[src/rtl/efd_pkg.sv]
// shared constants, status codes and the crc-8 byte update for the escaped frame decoder
// no dependencies; imported by escaped_frame_decoder_crc8
`default_nettype none

package efd_pkg;

    localparam int unsigned MAX_RECORD_DEFAULT = 256;

    localparam logic [7:0] HEAD_BYTE = 8'hab;
    localparam logic [7:0] TAIL_BYTE = 8'hcd;
    localparam logic [7:0] ESC_BYTE  = 8'hea;
    localparam int unsigned OVERHEAD = 5;
    localparam logic [7:0] CRC_POLY  = 8'h07;

    typedef enum logic [2:0] {
        ST_OK        = 3'd0,
        ST_SHORT     = 3'd1,
        ST_LEN_BAD   = 3'd2,
        ST_CRC_BAD   = 3'd3,
        ST_OVERFLOW  = 3'd4,
        ST_ABORTED   = 3'd5
    } frame_status_t;

    typedef enum logic {
        KIND_PAYLOAD = 1'b0,
        KIND_STATUS  = 1'b1
    } result_kind_t;

    // crc-8, msb first, one byte per call
    function automatic logic [7:0] crc8_byte(input logic [7:0] crc, input logic [7:0] b);
        logic [7:0] c;
        c = crc ^ b;
        for (int k = 0; k < 8; k++) begin
            if (c[7]) begin
                c = {c[6:0], 1'b0} ^ CRC_POLY;
            end else begin
                c = {c[6:0], 1'b0};
            end
        end
        return c;
    endfunction

endpackage

`default_nettype wire

[src/rtl/escaped_frame_decoder_crc8.sv]
// escaped frame decoder with crc-8 check, single module
// depends on efd_pkg for byte codes, status codes and the crc update
`default_nettype none

// usage
//   s_ channel: one raw line byte per transfer (s_rx_byte)
//   m_ channel: zero or one result per input byte, either a payload byte
//     (m_result_kind 0) or an end-of-frame status (m_result_kind 1) with
//     the frame id and the payload count
//   bytes before a head 0xab are dropped; inside a frame 0xea escapes the
//     next byte; id, length and crc bytes follow the head; tail 0xcd closes
//   result timing: a result is on m_ after the clock edge that takes its byte,
//     so m_valid rises in the cycle after the input transfer
//   throughput: one byte per cycle while the result register is not stalled; parse, escape handling and the crc-8
//     byte update all sit in one combinational step between the parser
//     state registers and the result register
//   stall: the result register holds while m_ready is low; s_ready drops
//     only when that register is full and not being drained, so a byte is
//     taken in the same cycle its predecessor's result leaves
//   reset (aresetn low, synchronous): out of frame, no escape pending,
//     counters and header fields cleared, result register empty
module escaped_frame_decoder_crc8
    import efd_pkg::*;
#(
    parameter int unsigned MAX_RECORD = MAX_RECORD_DEFAULT
) (
    input  wire logic       aclk,
    input  wire logic       aresetn,

    input  wire logic       s_valid,
    output logic            s_ready,
    input  wire logic [7:0] s_rx_byte,

    output logic            m_valid,
    input  wire logic       m_ready,
    output logic            m_result_kind,
    output logic [7:0]      m_payload_byte,
    output logic [2:0]      m_frame_status,
    output logic [7:0]      m_frame_id,
    output logic [7:0]      m_payload_count
);

    // record count never passes MAX_RECORD-1
    localparam int unsigned CNT_W = $clog2(MAX_RECORD);
    // working width for count arithmetic: room for the count plus one and for 255
    localparam int unsigned EXT_W = (CNT_W > 8) ? CNT_W + 1 : 9;
    localparam logic [EXT_W-1:0] MAX_EXT  = EXT_W'(MAX_RECORD);
    localparam logic [EXT_W-1:0] OVH_EXT  = EXT_W'(OVERHEAD);
    localparam logic [EXT_W-1:0] HDR_EXT  = EXT_W'(4);
    localparam logic [EXT_W-1:0] SAT_EXT  = EXT_W'(255);

    // parser state
    logic             in_frame_reg,  in_frame_next;
    logic             esc_reg,       esc_next;
    logic [CNT_W-1:0] rec_cnt_reg,   rec_cnt_next;
    logic [7:0]       hdr_id_reg,    hdr_id_next;
    logic [7:0]       decl_len_reg,  decl_len_next;
    logic [7:0]       rx_crc_reg,    rx_crc_next;
    logic [7:0]       crc_reg,       crc_next;

    // result register
    logic             m_valid_reg,   m_valid_next;
    result_kind_t     kind_reg,      kind_next;
    logic [7:0]       pbyte_reg,     pbyte_next;
    frame_status_t    status_reg,    status_next;
    logic [7:0]       id_reg,        id_next;
    logic [7:0]       pcnt_reg,      pcnt_next;

    logic             take;
    logic             emit;
    logic [EXT_W-1:0] cnt_ext;
    logic [EXT_W-1:0] cnt_inc;

    // payload bytes for a given record count, saturating at 255
    function automatic logic [7:0] payload_of(input logic [EXT_W-1:0] cnt);
        logic [EXT_W-1:0] n;
        n = (cnt > HDR_EXT) ? cnt - HDR_EXT : '0;
        return (n > SAT_EXT) ? 8'hff : n[7:0];
    endfunction

    assign s_ready = !m_valid_reg || m_ready;
    assign take    = s_valid && s_ready;
    assign cnt_ext = EXT_W'(rec_cnt_reg);
    assign cnt_inc = cnt_ext + EXT_W'(1);

    always_comb begin
        in_frame_next = in_frame_reg;
        esc_next      = esc_reg;
        rec_cnt_next  = rec_cnt_reg;
        hdr_id_next   = hdr_id_reg;
        decl_len_next = decl_len_reg;
        rx_crc_next   = rx_crc_reg;
        crc_next      = crc_reg;

        emit          = 1'b0;
        kind_next     = KIND_STATUS;
        pbyte_next    = 8'h00;
        status_next   = ST_OK;
        id_next       = hdr_id_reg;
        pcnt_next     = payload_of(cnt_ext);

        if (take) begin
            if (!in_frame_reg) begin
                // hunting for a head, everything else dropped
                if (s_rx_byte == HEAD_BYTE) begin
                    in_frame_next = 1'b1;
                    esc_next      = 1'b0;
                    rec_cnt_next  = CNT_W'(1);
                    hdr_id_next   = 8'h00;
                    decl_len_next = 8'h00;
                    rx_crc_next   = 8'h00;
                    crc_next      = 8'h00;
                end
            end else if (!esc_reg && s_rx_byte == ESC_BYTE) begin
                esc_next = 1'b1;
            end else if (!esc_reg && s_rx_byte == HEAD_BYTE) begin
                // old frame aborted, new frame opens right away
                emit          = 1'b1;
                status_next   = ST_ABORTED;
                in_frame_next = 1'b1;
                esc_next      = 1'b0;
                rec_cnt_next  = CNT_W'(1);
                hdr_id_next   = 8'h00;
                decl_len_next = 8'h00;
                rx_crc_next   = 8'h00;
                crc_next      = 8'h00;
            end else if (!esc_reg && s_rx_byte == TAIL_BYTE) begin
                // checks in priority order: size, length, crc
                emit = 1'b1;
                if (cnt_inc <= OVH_EXT) begin
                    status_next = ST_SHORT;
                end else if ((cnt_ext - HDR_EXT) != EXT_W'(decl_len_reg)) begin
                    status_next = ST_LEN_BAD;
                end else if (crc_reg != rx_crc_reg) begin
                    status_next = ST_CRC_BAD;
                end else begin
                    status_next = ST_OK;
                end
                in_frame_next = 1'b0;
                esc_next      = 1'b0;
            end else begin
                // data byte, literal or escaped
                esc_next = 1'b0;
                if (cnt_inc >= MAX_EXT) begin
                    emit          = 1'b1;
                    status_next   = ST_OVERFLOW;
                    in_frame_next = 1'b0;
                end else if (cnt_ext == EXT_W'(1)) begin
                    hdr_id_next  = s_rx_byte;
                    crc_next     = s_rx_byte;
                    rec_cnt_next = cnt_inc[CNT_W-1:0];
                end else if (cnt_ext == EXT_W'(2)) begin
                    decl_len_next = s_rx_byte;
                    rec_cnt_next  = cnt_inc[CNT_W-1:0];
                end else if (cnt_ext == EXT_W'(3)) begin
                    rx_crc_next  = s_rx_byte;
                    rec_cnt_next = cnt_inc[CNT_W-1:0];
                end else begin
                    emit         = 1'b1;
                    kind_next    = KIND_PAYLOAD;
                    pbyte_next   = s_rx_byte;
                    pcnt_next    = payload_of(cnt_inc);
                    crc_next     = crc8_byte(crc_reg, s_rx_byte);
                    rec_cnt_next = cnt_inc[CNT_W-1:0];
                end
            end
        end
    end

    always_comb begin
        if (emit) begin
            m_valid_next = 1'b1;
        end else if (m_ready) begin
            m_valid_next = 1'b0;
        end else begin
            m_valid_next = m_valid_reg;
        end
    end

    always_ff @(posedge aclk) begin
        if (!aresetn) begin
            in_frame_reg <= 1'b0;
            esc_reg      <= 1'b0;
            rec_cnt_reg  <= '0;
            hdr_id_reg   <= 8'h00;
            decl_len_reg <= 8'h00;
            rx_crc_reg   <= 8'h00;
            crc_reg      <= 8'h00;
            m_valid_reg  <= 1'b0;
        end else begin
            in_frame_reg <= in_frame_next;
            esc_reg      <= esc_next;
            rec_cnt_reg  <= rec_cnt_next;
            hdr_id_reg   <= hdr_id_next;
            decl_len_reg <= decl_len_next;
            rx_crc_reg   <= rx_crc_next;
            crc_reg      <= crc_next;
            m_valid_reg  <= m_valid_next;
        end
    end

    // result payload, loaded only with a new result
    always_ff @(posedge aclk) begin
        if (emit) begin
            kind_reg   <= kind_next;
            pbyte_reg  <= pbyte_next;
            status_reg <= status_next;
            id_reg     <= id_next;
            pcnt_reg   <= pcnt_next;
        end
    end

    assign m_valid         = m_valid_reg;
    assign m_result_kind   = kind_reg;
    assign m_payload_byte  = pbyte_reg;
    assign m_frame_status  = status_reg;
    assign m_frame_id      = id_reg;
    assign m_payload_count = pcnt_reg;

    // escape can only be pending inside a frame
    a_esc_in_frame: assert property (@(posedge aclk) disable iff (!aresetn)
        esc_reg |-> in_frame_reg)
        else $error("escape pending outside a frame");

    // record count stays below the limit
    a_cnt_bound: assert property (@(posedge aclk) disable iff (!aresetn)
        EXT_W'(rec_cnt_reg) < MAX_EXT)
        else $error("record count reached limit");

    // a held result is not overwritten
    a_hold: assert property (@(posedge aclk) disable iff (!aresetn)
        (m_valid_reg && !m_ready) |-> !take)
        else $error("byte taken while result stalled");

    // status results carry a zero data byte, payload results an ok status
    a_fields: assert property (@(posedge aclk) disable iff (!aresetn)
        m_valid_reg |-> (kind_reg == KIND_STATUS ? pbyte_reg == 8'h00
                                                 : status_reg == ST_OK))
        else $error("result fields inconsistent with kind");

    // a payload result always comes from a frame that stays open
    a_payload_open: assert property (@(posedge aclk) disable iff (!aresetn)
        (emit && kind_next == KIND_PAYLOAD) |=> in_frame_reg)
        else $error("payload emitted while closing a frame");

endmodule

`default_nettype wire

[config.mk]
export PLATFORM = sky130hd
export DESIGN_NAME = escaped_frame_decoder_crc8
export DESIGN_NICKNAME = d
export VERILOG_FILES = /design/src/rtl/efd_pkg.sv /design/src/rtl/escaped_frame_decoder_crc8.sv
export SDC_FILE = /design/constraint.sdc
export NUM_CORES = 1
export LEC_CHECK = 0
export ABC_AREA = 0
export BUFFER_PORTS_ARGS = -buffer_cell sky130_fd_sc_hd__buf_4
export CORE_ASPECT_RATIO = 0.6
export CORE_MARGIN = 4
export CORE_UTILIZATION = 50
export DETAILED_ROUTE_END_ITERATION = 10
export GPL_ROUTABILITY_DRIVEN = 0
export PLACE_DENSITY = 0.8
export REMOVE_ABC_BUFFERS = 1
export SYNTH_ARGS = -nofsm -noshare
export SYNTH_HDL_FRONTEND = slang
export SYNTH_SLANG_ARGS = --single-unit
[constraint.sdc]
create_clock -name aclk -period 3.9 [get_ports aclk]
set_input_delay 0.78 -clock aclk [delete_from_list [all_inputs] [get_ports aclk]]
set_output_delay 0.78 -clock aclk [all_outputs]
set_load 0.05 [all_outputs]
==> metrics.txt <==
internal power about 1300 uW; layout cell share with drive strength beyond 1 0.1860; Peak Freq between 300 and 400 MHz; Hold-fix buffers, CTS 0; number of remaining DRC errors 0; outcome completed; TritonRoute pass-1 iters 6; CTS max path bufs 2; Antenna Cells 0; post-synthesis sequential area ratio 0.3829; WHS 0.4408 ns; CTS clock-pin slew for the worst setup and hold paths ~0.060 ns; Netlist cell types 75; antenna violations before repair 0; Initial Utilization 0.5175; Synth Flop Type dfxtp_1; Post-CTS Setup Bufs 0; row cnt 26; largest area contributor in the netlist dfxtp_1; synth warn 0; HPWL Detailed 8329 um; FF+latch count, synth 71; switch share 0.2316; max incr delay on CP 0.67 ns; wire length per cell around 19 um; Reg power frac 0.459; CTS buffer count 9; Avg Cell Area, Syn approximately 10 um^2; die extent in x 129.7 um; P&R area growth vs syn 13.99%; port buffer count 41; first-pass GRT wire length 18060 um; synth top area cells dfxtp_1 19%, edfxtp_1 19%, xnor2_1 7.9%, mux2i_1 5.9%, nor2b_1 4.4%; final worst-path cycle share 0.8475; asr flop ratio synth 0; combinational share of power 0.050; fin nets 502; pin count of the biggest net entering global routing 38; critical path startpoint category register; placed inst area 0.004768 mm^2; Syn Inst Count 454; Synth top area share 0.1937; clock latency on the worst-skew pair about 0.35 ns; CP required 3.95 ns; Clk network pwr share 0.491; Critical Path Fanout Max 18; final slew viol count 0; post_cts resized 0; CTS sink cnt 71; CP Class register to register; final wirelength 11190 um; worst vdd ir 0.1958 mV; RSZ-0062 raised after global routing no; Power Dens Cells 329.2 mW/mm^2; Leakage Power 0.001942 uW; delay-heaviest family, CP simple AND/OR/NAND/NOR gates; Via density between 5 and 6; Fin Setup TNS 0 ns; final hold violation count 0; Initial DRC Count 465; gr ovfl total 0; Slew @ Worst Pin 0.7435 ns; clock period minus worst slack 3.305 ns; final setup violation count 0; CTS root buf clkbuf_16; H-Tree Depth 3; Crit. End Element register; Tot GR Track Use 0.2279; post-route clock skew about 0.0085 ns; post-route cell area 0.005066 mm^2; hold crit path type register to register; final core utilization 0.5899; Crit-path slowest cell ha_1; core box area 0.008588 mm^2; die height 81.03 um; die area 0.01051 mm^2; Routed Antenna Nets 0; Buf/Inv on CP 1; Max Cap Viol 0; Max-slew headroom 0.5037; CTS tree built; Vias 3509; Critical Path AT 3.36 ns; vias in the first global route 3250; number of synthesized flops with an enable pin 28; cell area after synthesis 0.004444 mm^2; CP Cell Sequence ha_1 > nand2_1 > or2_2 > and2_1 > a31oi_4 > buf_4; Switch Pwr 386.3 uW; I/O Pins 42
worst reg2reg max path: cells and delay by family (launching register included):
family	cells	cell delay, ns
AO/OA/AOI/OAI	1	0.55
adder cells (fa/ha/maj)	1	0.68
buffers and inverters	1	0.29
flip-flops	1	0.60
AND/OR/NAND/NOR	3	0.88
per-stage QoR:
step | worst slack, ns | total power, uW | std cells
6_report | 0.5948 | 1668 | 596
4_1_cts | 0.6613 | 1681 | 596
5_1_grt | 0.3964 | 1721 | 596
2_1_floorplan | 0.1111 | 834.5 | 423
3_3_place_gp | 0.8334 | 862.4 | 580
3_5_place_dp | 0.6868 | 865.1 | 580
per-layer routing:
layer  routed length (um)  track usage  vias to the layer above  part of all wire
li1                     -            -                     1661                 -
met5                    0            0                        -                 0
met3                 1130      0.06505                       13              0.10
met1                 5449       0.3495                     1668              0.49
met2                 4469       0.3032                      167              0.40
met4                  138      0.07158                        0             0.012
cell usage after synthesis, types with 4 or more instances:
cell type   n
a21o_1      4
a21oi_1    17
a31oi_1     6
and2_1     15
and3_2      4
buf_2       4
buf_4       4
clkbuf_1   17
dfxtp_1    43
edfxtp_1   28
ha_1       11
inv_1      11
mux2i_1    26
nand2_1    22
nand3_1     9
nand4_1     6
nor2_1     25
nor2b_1    31
nor3_1      6
nor4_1      5
o21ai_0    11
o2bb2ai_1   8
or3_1       5
xnor2_1    40
xor2_1     13
final cells by class:
class | instances | area (um^2)
multi-input combinational | 341 | 2547
clock buffer | 10 | 250.2
fill | 771 | 3522
sequential | 71 | 1702
tap | 112 | 140.1
inverter | 11 | 41.29
timing repair buffer | 45 | 337.8
clock inverter | 6 | 47.55
layout by cell type (no fill, tap or decap), types with 6 or more instances in the layout:
| cell type | Yosys | routed |
|---|---|---|
| nand2_1 | 22 | 22 |
| nand3_1 | 9 | 9 |
| o2bb2ai_1 | 8 | 8 |
| a21oi_1 | 17 | 17 |
| nand4_1 | 6 | 6 |
| nor2b_1 | 31 | 31 |
| nor3_1 | 6 | 6 |
| clkbuf_16 | 0 | 10 |
| and2_1 | 15 | 15 |
| edfxtp_1 | 28 | 28 |
| mux2i_1 | 26 | 26 |
| buf_4 | 4 | 45 |
| o21ai_0 | 11 | 11 |
| inv_1 | 11 | 11 |
| ha_1 | 11 | 11 |
| nor2_1 | 25 | 25 |
| xnor2_1 | 40 | 40 |
| xor2_1 | 13 | 13 |
| dfxtp_1 | 43 | 43 |
cells by family (layout without fill, tap and decap cells):
logic type,after synthesis,count (layout),synth area share
and+or+nand+nor,160,160,0.2154
AOI/OAI and AO/OA,88,88,0.1475
DFF,71,71,0.3829
xor gates and xnor gates,55,55,0.1149
buffers and inverters,42,72,0.04730
muxes,27,27,0.06109
adders and majority gates,11,11,0.03097
worst paths after layout:
| path | slack [ns] | cells after the start | from | end |
|---|---|---|---|---|
| max reg2reg | 0.59 | 6 | rec_cnt_reg[0] | m_frame_id[1] |
| max | 0.59 | 6 | rec_cnt_reg[0] | m_frame_id[1] |
| min | 0.44 | 0 | hdr_id_reg[1] | m_frame_id[1] |
| min reg2reg | 0.44 | 0 | hdr_id_reg[1] | m_frame_id[1] |
power groups by stage:
stage	combinational [uW]	clock, uW	sequential (uW)
final	84.0	818	766
after global routing	91.7	864	765
after CTS	83.8	832	766
after detailed placement	83.3	0	782
after global placement	80.7	0	782
after floorplan	52.4	0	782
Power figures use the tool's default switching activity.
